<file path="config.mk">
export PLATFORM = sky130hd
export DESIGN_NAME = periodic_message_scheduler
export DESIGN_NICKNAME = d
export VERILOG_FILES = /design/src/sv/pms_pkg.sv /design/src/sv/periodic_message_scheduler.sv
export SDC_FILE = /design/constraint.sdc
export NUM_CORES = 1
export LEC_CHECK = 0
export BUFFER_PORTS_ARGS = -buffer_cell sky130_fd_sc_hd__buf_4
export CAP_MARGIN = 25
export CELL_PAD_IN_SITES_DETAIL_PLACEMENT = 1
export CELL_PAD_IN_SITES_GLOBAL_PLACEMENT = 2
export CORE_MARGIN = 2
export CORE_UTILIZATION = 49
export CTS_CLUSTER_DIAMETER = 150
export DETAILED_ROUTE_END_ITERATION = 8
export GPL_TIMING_DRIVEN = 0
export PLACE_DENSITY = 0.77
export SYNTH_ARGS = -nofsm -noshare
export SYNTH_HDL_FRONTEND = slang
export SYNTH_SLANG_ARGS = --single-unit
export TNS_END_PERCENT = 20
</file>
<file path="constraint.sdc">
create_clock -name i_clk -period 10 [get_ports i_clk]
set_input_delay 2 -clock i_clk [delete_from_list [all_inputs] [get_ports i_clk]]
set_output_delay 2 -clock i_clk [all_outputs]
set_load 0.01 [all_outputs]
</file>
<file path="src/sv/pms_pkg.sv">
// Shared constants for the periodic message scheduler.
package pms_pkg;

    localparam int NUM_SLOTS = 16;
    localparam int IDX_W     = (NUM_SLOTS > 1) ? $clog2(NUM_SLOTS) : 1;

    localparam int SLOT_W    = 4;
    localparam int ID_W      = 11;
    localparam int PERIOD_W  = 16;
    localparam int STEP_W    = 10;
    localparam int CD_W      = 18;

    localparam int S_DATA_W  = 32;
    localparam int M_DATA_W  = 16;
    localparam int CFG_IDX_W = 2;

    localparam logic signed [CD_W:0] CD_MIN = -(19'sd131072);

    localparam logic [STEP_W-1:0] TICK_STEP_RESET = STEP_W'(10);

    localparam logic MODE_LOAD = 1'b0;
    localparam logic MODE_TICK = 1'b1;

    localparam logic [CFG_IDX_W-1:0] CFG_TICK_STEP  = 2'd0;
    localparam logic [CFG_IDX_W-1:0] CFG_RUN_ENABLE = 2'd1;

endpackage

</file>
<file path="src/sv/periodic_message_scheduler.sv">
// Periodic message scheduler: slot table, tick scan sequencer and output register.
//
// Input stream: tuser carries the mode (0 load, 1 tick). A load transaction writes
// one slot (id, period, enable) and clears its countdown in the cycle it is taken.
// A tick transaction, when run enable is set, starts a scan that visits one slot per
// cycle through a single subtract/saturate/add unit while the output does not stall;
// tready stays low through the scan state and the flush state after it, longer while
// the output stalls, and the next transaction is taken once the sequencer is idle.
// Each due slot leaves as one output transaction carrying slot and id; tlast marks
// the last due slot of the tick. A due slot is held one step in a pending register
// until the next due slot (or the end of the scan) decides its tlast.
// When the output side stalls, the scan halts on the next due slot until the output
// register frees up; nothing is dropped. Output tvalid first rises once the second due
// slot, reached in the scan, moves the first into the output register, or once the
// flush does so when only one slot is due.
// Configuration writes (tick step, run enable) take effect at once; issue them idle.
// Reset (synchronous, active low) clears all slot valid bits, the sequencer and the
// output register, and sets tick step to 10 and run enable to 1.
module periodic_message_scheduler
    import pms_pkg::*;
(
    input  logic                  i_clk,
    input  logic                  i_rst_n,

    input  logic                  i_s_axis_tvalid,
    output logic                  o_s_axis_tready,
    // slot[3:0], frame_id[14:4], period[30:15], enable[31]
    input  logic [S_DATA_W-1:0]   i_s_axis_tdata,
    // mode[0]
    input  logic                  i_s_axis_tuser,

    output logic                  o_m_axis_tvalid,
    input  logic                  i_m_axis_tready,
    // due_slot[3:0], due_id[14:4], zero[15]
    output logic [M_DATA_W-1:0]   o_m_axis_tdata,
    output logic                  o_m_axis_tlast,

    input  logic                  i_cfg_wr_en,
    input  logic [CFG_IDX_W-1:0]  i_cfg_idx,
    input  logic [STEP_W-1:0]     i_cfg_data
);

    typedef enum logic [1:0] {
        ST_IDLE,
        ST_SCAN,
        ST_FLUSH
    } t_state;

    t_state                   r_state, n_state;
    logic [IDX_W-1:0]         r_idx, n_idx;
    logic                     r_pend_v, n_pend_v;
    logic [SLOT_W-1:0]        r_pend_slot, n_pend_slot;
    logic [ID_W-1:0]          r_pend_id, n_pend_id;
    logic                     r_out_v, n_out_v;
    logic [SLOT_W-1:0]        r_out_slot, n_out_slot;
    logic [ID_W-1:0]          r_out_id, n_out_id;
    logic                     r_out_last, n_out_last;

    logic [STEP_W-1:0]        r_tick_step;
    logic                     r_run_enable;

    logic [NUM_SLOTS-1:0]     r_slot_valid;
    logic [ID_W-1:0]          r_slot_id     [NUM_SLOTS];
    logic [PERIOD_W-1:0]      r_slot_period [NUM_SLOTS];
    logic signed [CD_W-1:0]   r_slot_cd     [NUM_SLOTS];

    logic [SLOT_W-1:0]        in_slot;
    logic [ID_W-1:0]          in_id;
    logic [PERIOD_W-1:0]      in_period;
    logic                     in_enable;
    logic                     in_accept;
    logic                     load_wr;
    logic [IDX_W-1:0]         load_idx;

    logic signed [CD_W:0]     cd_diff;
    logic signed [CD_W:0]     cd_sat;
    logic signed [CD_W:0]     cd_sum;
    logic                     cd_due;
    logic signed [CD_W-1:0]   cd_next;
    logic                     out_free;
    logic                     scan_hit;
    logic                     scan_stall;
    logic                     scan_step;
    logic                     scan_end;

    assign in_slot   = i_s_axis_tdata[3:0];
    assign in_id     = i_s_axis_tdata[14:4];
    assign in_period = i_s_axis_tdata[30:15];
    assign in_enable = i_s_axis_tdata[31];

    assign o_s_axis_tready = (r_state == ST_IDLE);
    assign in_accept       = i_s_axis_tvalid && o_s_axis_tready;
    assign load_wr         = in_accept && (i_s_axis_tuser == MODE_LOAD)
                             && (int'(in_slot) < NUM_SLOTS);
    assign load_idx        = IDX_W'(in_slot);

    // shared countdown unit: subtract step, saturate, add period back when due
    assign cd_diff = (CD_W+1)'(r_slot_cd[r_idx])
                     - $signed({{(CD_W+1-STEP_W){1'b0}}, r_tick_step});
    assign cd_sat  = (cd_diff < CD_MIN) ? CD_MIN : cd_diff;
    assign cd_due  = (cd_sat <= 0);
    assign cd_sum  = cd_sat + $signed({{(CD_W+1-PERIOD_W){1'b0}}, r_slot_period[r_idx]});
    assign cd_next = cd_due ? cd_sum[CD_W-1:0] : cd_sat[CD_W-1:0];

    assign out_free   = !r_out_v || i_m_axis_tready;
    assign scan_hit   = (r_state == ST_SCAN) && r_slot_valid[r_idx] && cd_due;
    assign scan_stall = scan_hit && r_pend_v && !out_free;
    assign scan_step  = (r_state == ST_SCAN) && !scan_stall;
    assign scan_end   = (r_idx == IDX_W'(NUM_SLOTS - 1));

    always_comb begin
        n_state     = r_state;
        n_idx       = r_idx;
        n_pend_v    = r_pend_v;
        n_pend_slot = r_pend_slot;
        n_pend_id   = r_pend_id;
        n_out_v     = r_out_v && !i_m_axis_tready;
        n_out_slot  = r_out_slot;
        n_out_id    = r_out_id;
        n_out_last  = r_out_last;

        unique case (r_state)
            ST_IDLE: begin
                if (in_accept && (i_s_axis_tuser == MODE_TICK) && r_run_enable) begin
                    n_state = ST_SCAN;
                    n_idx   = '0;
                end
            end
            ST_SCAN: begin
                if (scan_step) begin
                    if (scan_hit) begin
                        if (r_pend_v) begin
                            n_out_v    = 1'b1;
                            n_out_slot = r_pend_slot;
                            n_out_id   = r_pend_id;
                            n_out_last = 1'b0;
                        end
                        n_pend_v    = 1'b1;
                        n_pend_slot = SLOT_W'(r_idx);
                        n_pend_id   = r_slot_id[r_idx];
                    end
                    if (scan_end) begin
                        n_state = ST_FLUSH;
                    end else begin
                        n_idx = r_idx + 1'b1;
                    end
                end
            end
            ST_FLUSH: begin
                if (!r_pend_v) begin
                    n_state = ST_IDLE;
                end else if (out_free) begin
                    n_out_v    = 1'b1;
                    n_out_slot = r_pend_slot;
                    n_out_id   = r_pend_id;
                    n_out_last = 1'b1;
                    n_pend_v   = 1'b0;
                    n_state    = ST_IDLE;
                end
            end
            default: n_state = ST_IDLE;
        endcase
    end

    always_ff @(posedge i_clk) begin
        if (!i_rst_n) begin
            r_state  <= ST_IDLE;
            r_idx    <= '0;
            r_pend_v <= 1'b0;
            r_out_v  <= 1'b0;
        end else begin
            r_state  <= n_state;
            r_idx    <= n_idx;
            r_pend_v <= n_pend_v;
            r_out_v  <= n_out_v;
        end
        r_pend_slot <= n_pend_slot;
        r_pend_id   <= n_pend_id;
        r_out_slot  <= n_out_slot;
        r_out_id    <= n_out_id;
        r_out_last  <= n_out_last;
    end

    always_ff @(posedge i_clk) begin
        if (!i_rst_n) begin
            r_tick_step  <= TICK_STEP_RESET;
            r_run_enable <= 1'b1;
        end else if (i_cfg_wr_en) begin
            unique case (i_cfg_idx)
                CFG_TICK_STEP:  r_tick_step  <= i_cfg_data;
                CFG_RUN_ENABLE: r_run_enable <= i_cfg_data[0];
                default: ;
            endcase
        end
    end

    always_ff @(posedge i_clk) begin
        if (!i_rst_n) begin
            r_slot_valid <= '0;
        end else if (load_wr) begin
            r_slot_valid[load_idx] <= in_enable;
        end
    end

    always_ff @(posedge i_clk) begin
        if (load_wr) begin
            r_slot_id[load_idx]     <= in_id;
            r_slot_period[load_idx] <= in_period;
            r_slot_cd[load_idx]     <= '0;
        end else if (scan_step && r_slot_valid[r_idx]) begin
            r_slot_cd[r_idx] <= cd_next;
        end
    end

    assign o_m_axis_tvalid = r_out_v;
    assign o_m_axis_tdata  = {1'b0, r_out_id, r_out_slot};
    assign o_m_axis_tlast  = r_out_last;

    // no pending emission survives outside a tick
    a_pend_idle: assert property (@(posedge i_clk) disable iff (!i_rst_n)
        (r_state == ST_IDLE) |-> !r_pend_v)
        else $error("pending emission left after tick");

    // an enabled tick starts the scan at slot zero
    a_tick_start: assert property (@(posedge i_clk) disable iff (!i_rst_n)
        (in_accept && (i_s_axis_tuser == MODE_TICK) && r_run_enable)
        |=> (r_state == ST_SCAN) && (r_idx == '0))
        else $error("tick did not start scan");

    // a load sets the slot's valid bit from its enable
    a_load_valid: assert property (@(posedge i_clk) disable iff (!i_rst_n)
        load_wr |=> (r_slot_valid[$past(load_idx)] == $past(in_enable)))
        else $error("load did not update valid bit");

    // the scan never moves on while it holds a due slot it cannot place
    a_stall_hold: assert property (@(posedge i_clk) disable iff (!i_rst_n)
        scan_stall |=> (r_state == ST_SCAN) && $stable(r_idx) && r_pend_v)
        else $error("scan advanced during output stall");

    // the flush leaves the scan only once the pending slot is placed as last
    a_flush_last: assert property (@(posedge i_clk) disable iff (!i_rst_n)
        (r_state == ST_FLUSH && r_pend_v && out_free) |=> r_out_v && r_out_last)
        else $error("final emission of tick not marked last");

endmodule
</file>
==> results.cfg <==
[clock_tree]
ctsResizeCount = 10
tritoncts = done
cts_num_sinks = 790
cts-root-buf = clkbuf_16
postCtsSetupRepairBufs = 0
numCtsBuffers = 81
cts.htree.levels = 3
clock_path_buffers = 3
clk_pin_slew_ns = 0.06
clock_latency_ns = 0.63
cts_hold_buf = 0

[floorplanning]
die-area_sq_um = 66800
dieHeight_microns = 258
core_sq_um = 64200
core.rowCount = 93
initial_core_util_pct = 49.4
die_x_microns = 258
io_pins = 69

[placement]
port_buffers = 64
place_area_sq_um = 34500
hpwlAfterDp_microns = 54700
gp_congestion = 0.806

[sta]
slew_headroom_pct = 29.2
rsz0062_at_grt = no
tightest_slew_ns = 1.06
fin_crit_ns = 9.06
max_freq_mhz = 110
hold_viol = 0
final.period_utilization_pct = 90.6
finalClockSkew_ns = 0.0202
setup_violations = 0
final_max_slew_viol_count = 0
holdWs_ns = 0.419

[global_route]
grt_use_total_pct = 25.1
grt_pass1_wl_microns = 121000
grt_pass1_vias = 17600
antenna_found_initial = 1
gr-total-overflow = 0
grt_max_degree = 22

[critical_path]
cpMostUsedCell = a21oi_1
critPathMaxFanout = 18
r2r_slack_ns = 0.94
critPathCaptureType = register
start_kind = register
path_class = reg -> reg
arrival_ns = 9.41
slowest_delay_ns = 0.62
required_ns = 10.36
cp_slowest_cell = a2111oi_1

[pwr]
leakage_nw = 12.2
peakVddDrop_mv = 0.146
power_density_nw_per_um2 = 204

[yosys]
syn_area_per_cell_sq_um = 20.1
async_flop_share_pct = 0
synth_warnings = 0
syn_nets = 1663
synth_cell_types = 73
netlist_area_sq_um = 31700
synth_edf_count = 751
synth-seq-cells = 790
ys_seq_area_share_pct = 73.5
synth_cells = 1581
synth_ff_type = edfxtp_1

[layout]
fin_area_sq_um = 37200
syn2layout_area_growth_pct = 17.2
num_antenna_cells = 0
fin_nets = 1872
drive_gt1_share_pct = 29.9
fillers = 5575

[drt]
vias_per_cell = 6.11
wl_per_cell_microns = 30.1
drc = 0
ant_nets = 0
finalWirelength_microns = 81500
firstDrtPassIters = 7
drt_iter0_markers = 1582
num_vias = 16600

[outcome]
outcome = finished, final reports clean

[min_path]
hold_path.class = reg -> reg

[run]
drv_cap = 0
-- layout by cell type, fill, tap and decap left out, drive strengths merged, types with 6 or more instances in the layout --
cell type | netlist | routed
dfxtp | 39 | 39
a21oi | 60 | 60
xor2 | 6 | 6
nor3 | 23 | 23
mux2i | 12 | 12
edfxtp | 751 | 751
a21o | 8 | 8
inv | 31 | 33
ha | 30 | 30
nand3 | 14 | 14
clkinvlp | 0 | 7
clkinv | 0 | 40
or3 | 6 | 6
a221oi | 6 | 6
o211ai | 6 | 6
nor2b | 6 | 6
nand2 | 60 | 60
o21ai | 28 | 28
mux4 | 224 | 224
and2 | 8 | 8
nor2 | 78 | 78
xnor2 | 12 | 12
nand2b | 11 | 11
buf | 29 | 153
a22o | 6 | 6
clkbuf | 47 | 145
-- registers in the layout, indices dropped and copies added (netlist names), named ones only --
name,count
r_idx,4
r_slot_period,256
r_slot_valid,16
r_tick_step,10
r_pend_v,1
o_m_axis_tvalid,1
r_out_slot,4
r_slot_id,176
r_pend_id,11
r_run_enable,1
r_pend_slot,4
r_state,2
r_slot_cd,288
r_out_id,11
o_m_axis_tlast,1
-- final cells by class --
| cell class | count | area (sq um) | area share [%] |
|---|---|---|---|
| Buffer | 75 | 338 | 0.908 |
| Multi-Input combinational cell | 684 | 8210 | 22.1 |
| Clock inverter | 53 | 418 | 1.12 |
| Inverter | 31 | 116 | 0.313 |
| Sequential cell | 790 | 23300 | 62.7 |
| Tap cell | 855 | 1070 | 2.88 |
| Timing Repair Buffer | 127 | 1570 | 4.23 |
| Clock buffer | 97 | 2150 | 5.78 |
-- layer usage --
metal,vias to the layer above,track usage (%),routed length (microns)
met2,569,41.0,40500
met5,-,0,18
met3,112,4.25,4820
li1,6981,-,-
met1,8899,35.1,34300
met4,2,7.29,1890
-- where the power goes --
part           leakage (nW)  switching (W)  internal, W
Combinational          3.37       0.000556     0.000451
Sequential             7.54      0.0000133      0.00365
Clock                  1.26        0.00127      0.00165
Total                  12.2        0.00184      0.00575
-- per-stage QoR --
stage                     TNS [ns]  std cells  util (%)  setup WS (ns)  power [W]
after global placement      -51.02       2500      51.8          -1.02    0.00465
after CTS                    -4.95       2702      57.7         -0.156    0.00763
after floorplan                  0       1581         -           1.73    0.00439
after detailed placement    -39.18       2552      53.7         -0.564    0.00473
after global routing             0       2712      57.9          0.280    0.00783
final                            0       2712      57.9          0.944    0.00759
-- critical path, delay by kind of cell, from the launching register on --
kind / cells / cell delay, ns
AO/OA/AOI/OAI: 12 / 3.01
buffers and inverters: 6 / 1.95
AND/OR/NAND/NOR: 6 / 1.63
multiplexers: 2 / 1.12
adder cells (fa/ha/maj): 2 / 0.73
flip-flops: 1 / 0.32
-- kinds of logic (layout without fill, tap and decap cells) --
logic type | count (synthesis) | after routing | share of synthesized area, %
flops | 790 | 790 | 73.5
other cells | 1 | 1 | 0.0118
buf+inv | 107 | 383 | 1.38
xor+xnor | 18 | 18 | 0.497
simple gates | 230 | 230 | 3.41
fa+ha+maj | 32 | 32 | 1.31
compound gates | 165 | 165 | 3.51
mux | 238 | 238 | 16.3
-- Yosys cell counts (8+ instances only) --
cell	instances	area, sq um
a21o_1	8	60.1
a21oi_1	59	295
and2_1	8	50.1
buf_1	15	56.3
buf_2	9	45.0
clkbuf_1	47	176
dfxtp_1	39	781
edfxtp_1	751	22600
ha_1	30	375
inv_1	31	116
mux2i_1	12	120
mux4_2	224	5040
nand2_1	60	225
nand2b_1	11	68.8
nand3_1	14	70.1
nor2_1	78	293
nor3_1	22	110
o21ai_0	27	135
xnor2_1	12	105
-- path summary, 6_finish.rpt --
path | startpoint | to | cells past startpoint
hold / removal | r_pend_id[10] | r_out_id[10] | 0
hold reg to reg | r_pend_id[10] | r_out_id[10] | 0
setup reg to reg | register | r_slot_cd[4][16] | 28
setup / recovery | register | r_slot_cd[4][16] | 28
No activity file was read; power rests on OpenSTA's default activity.
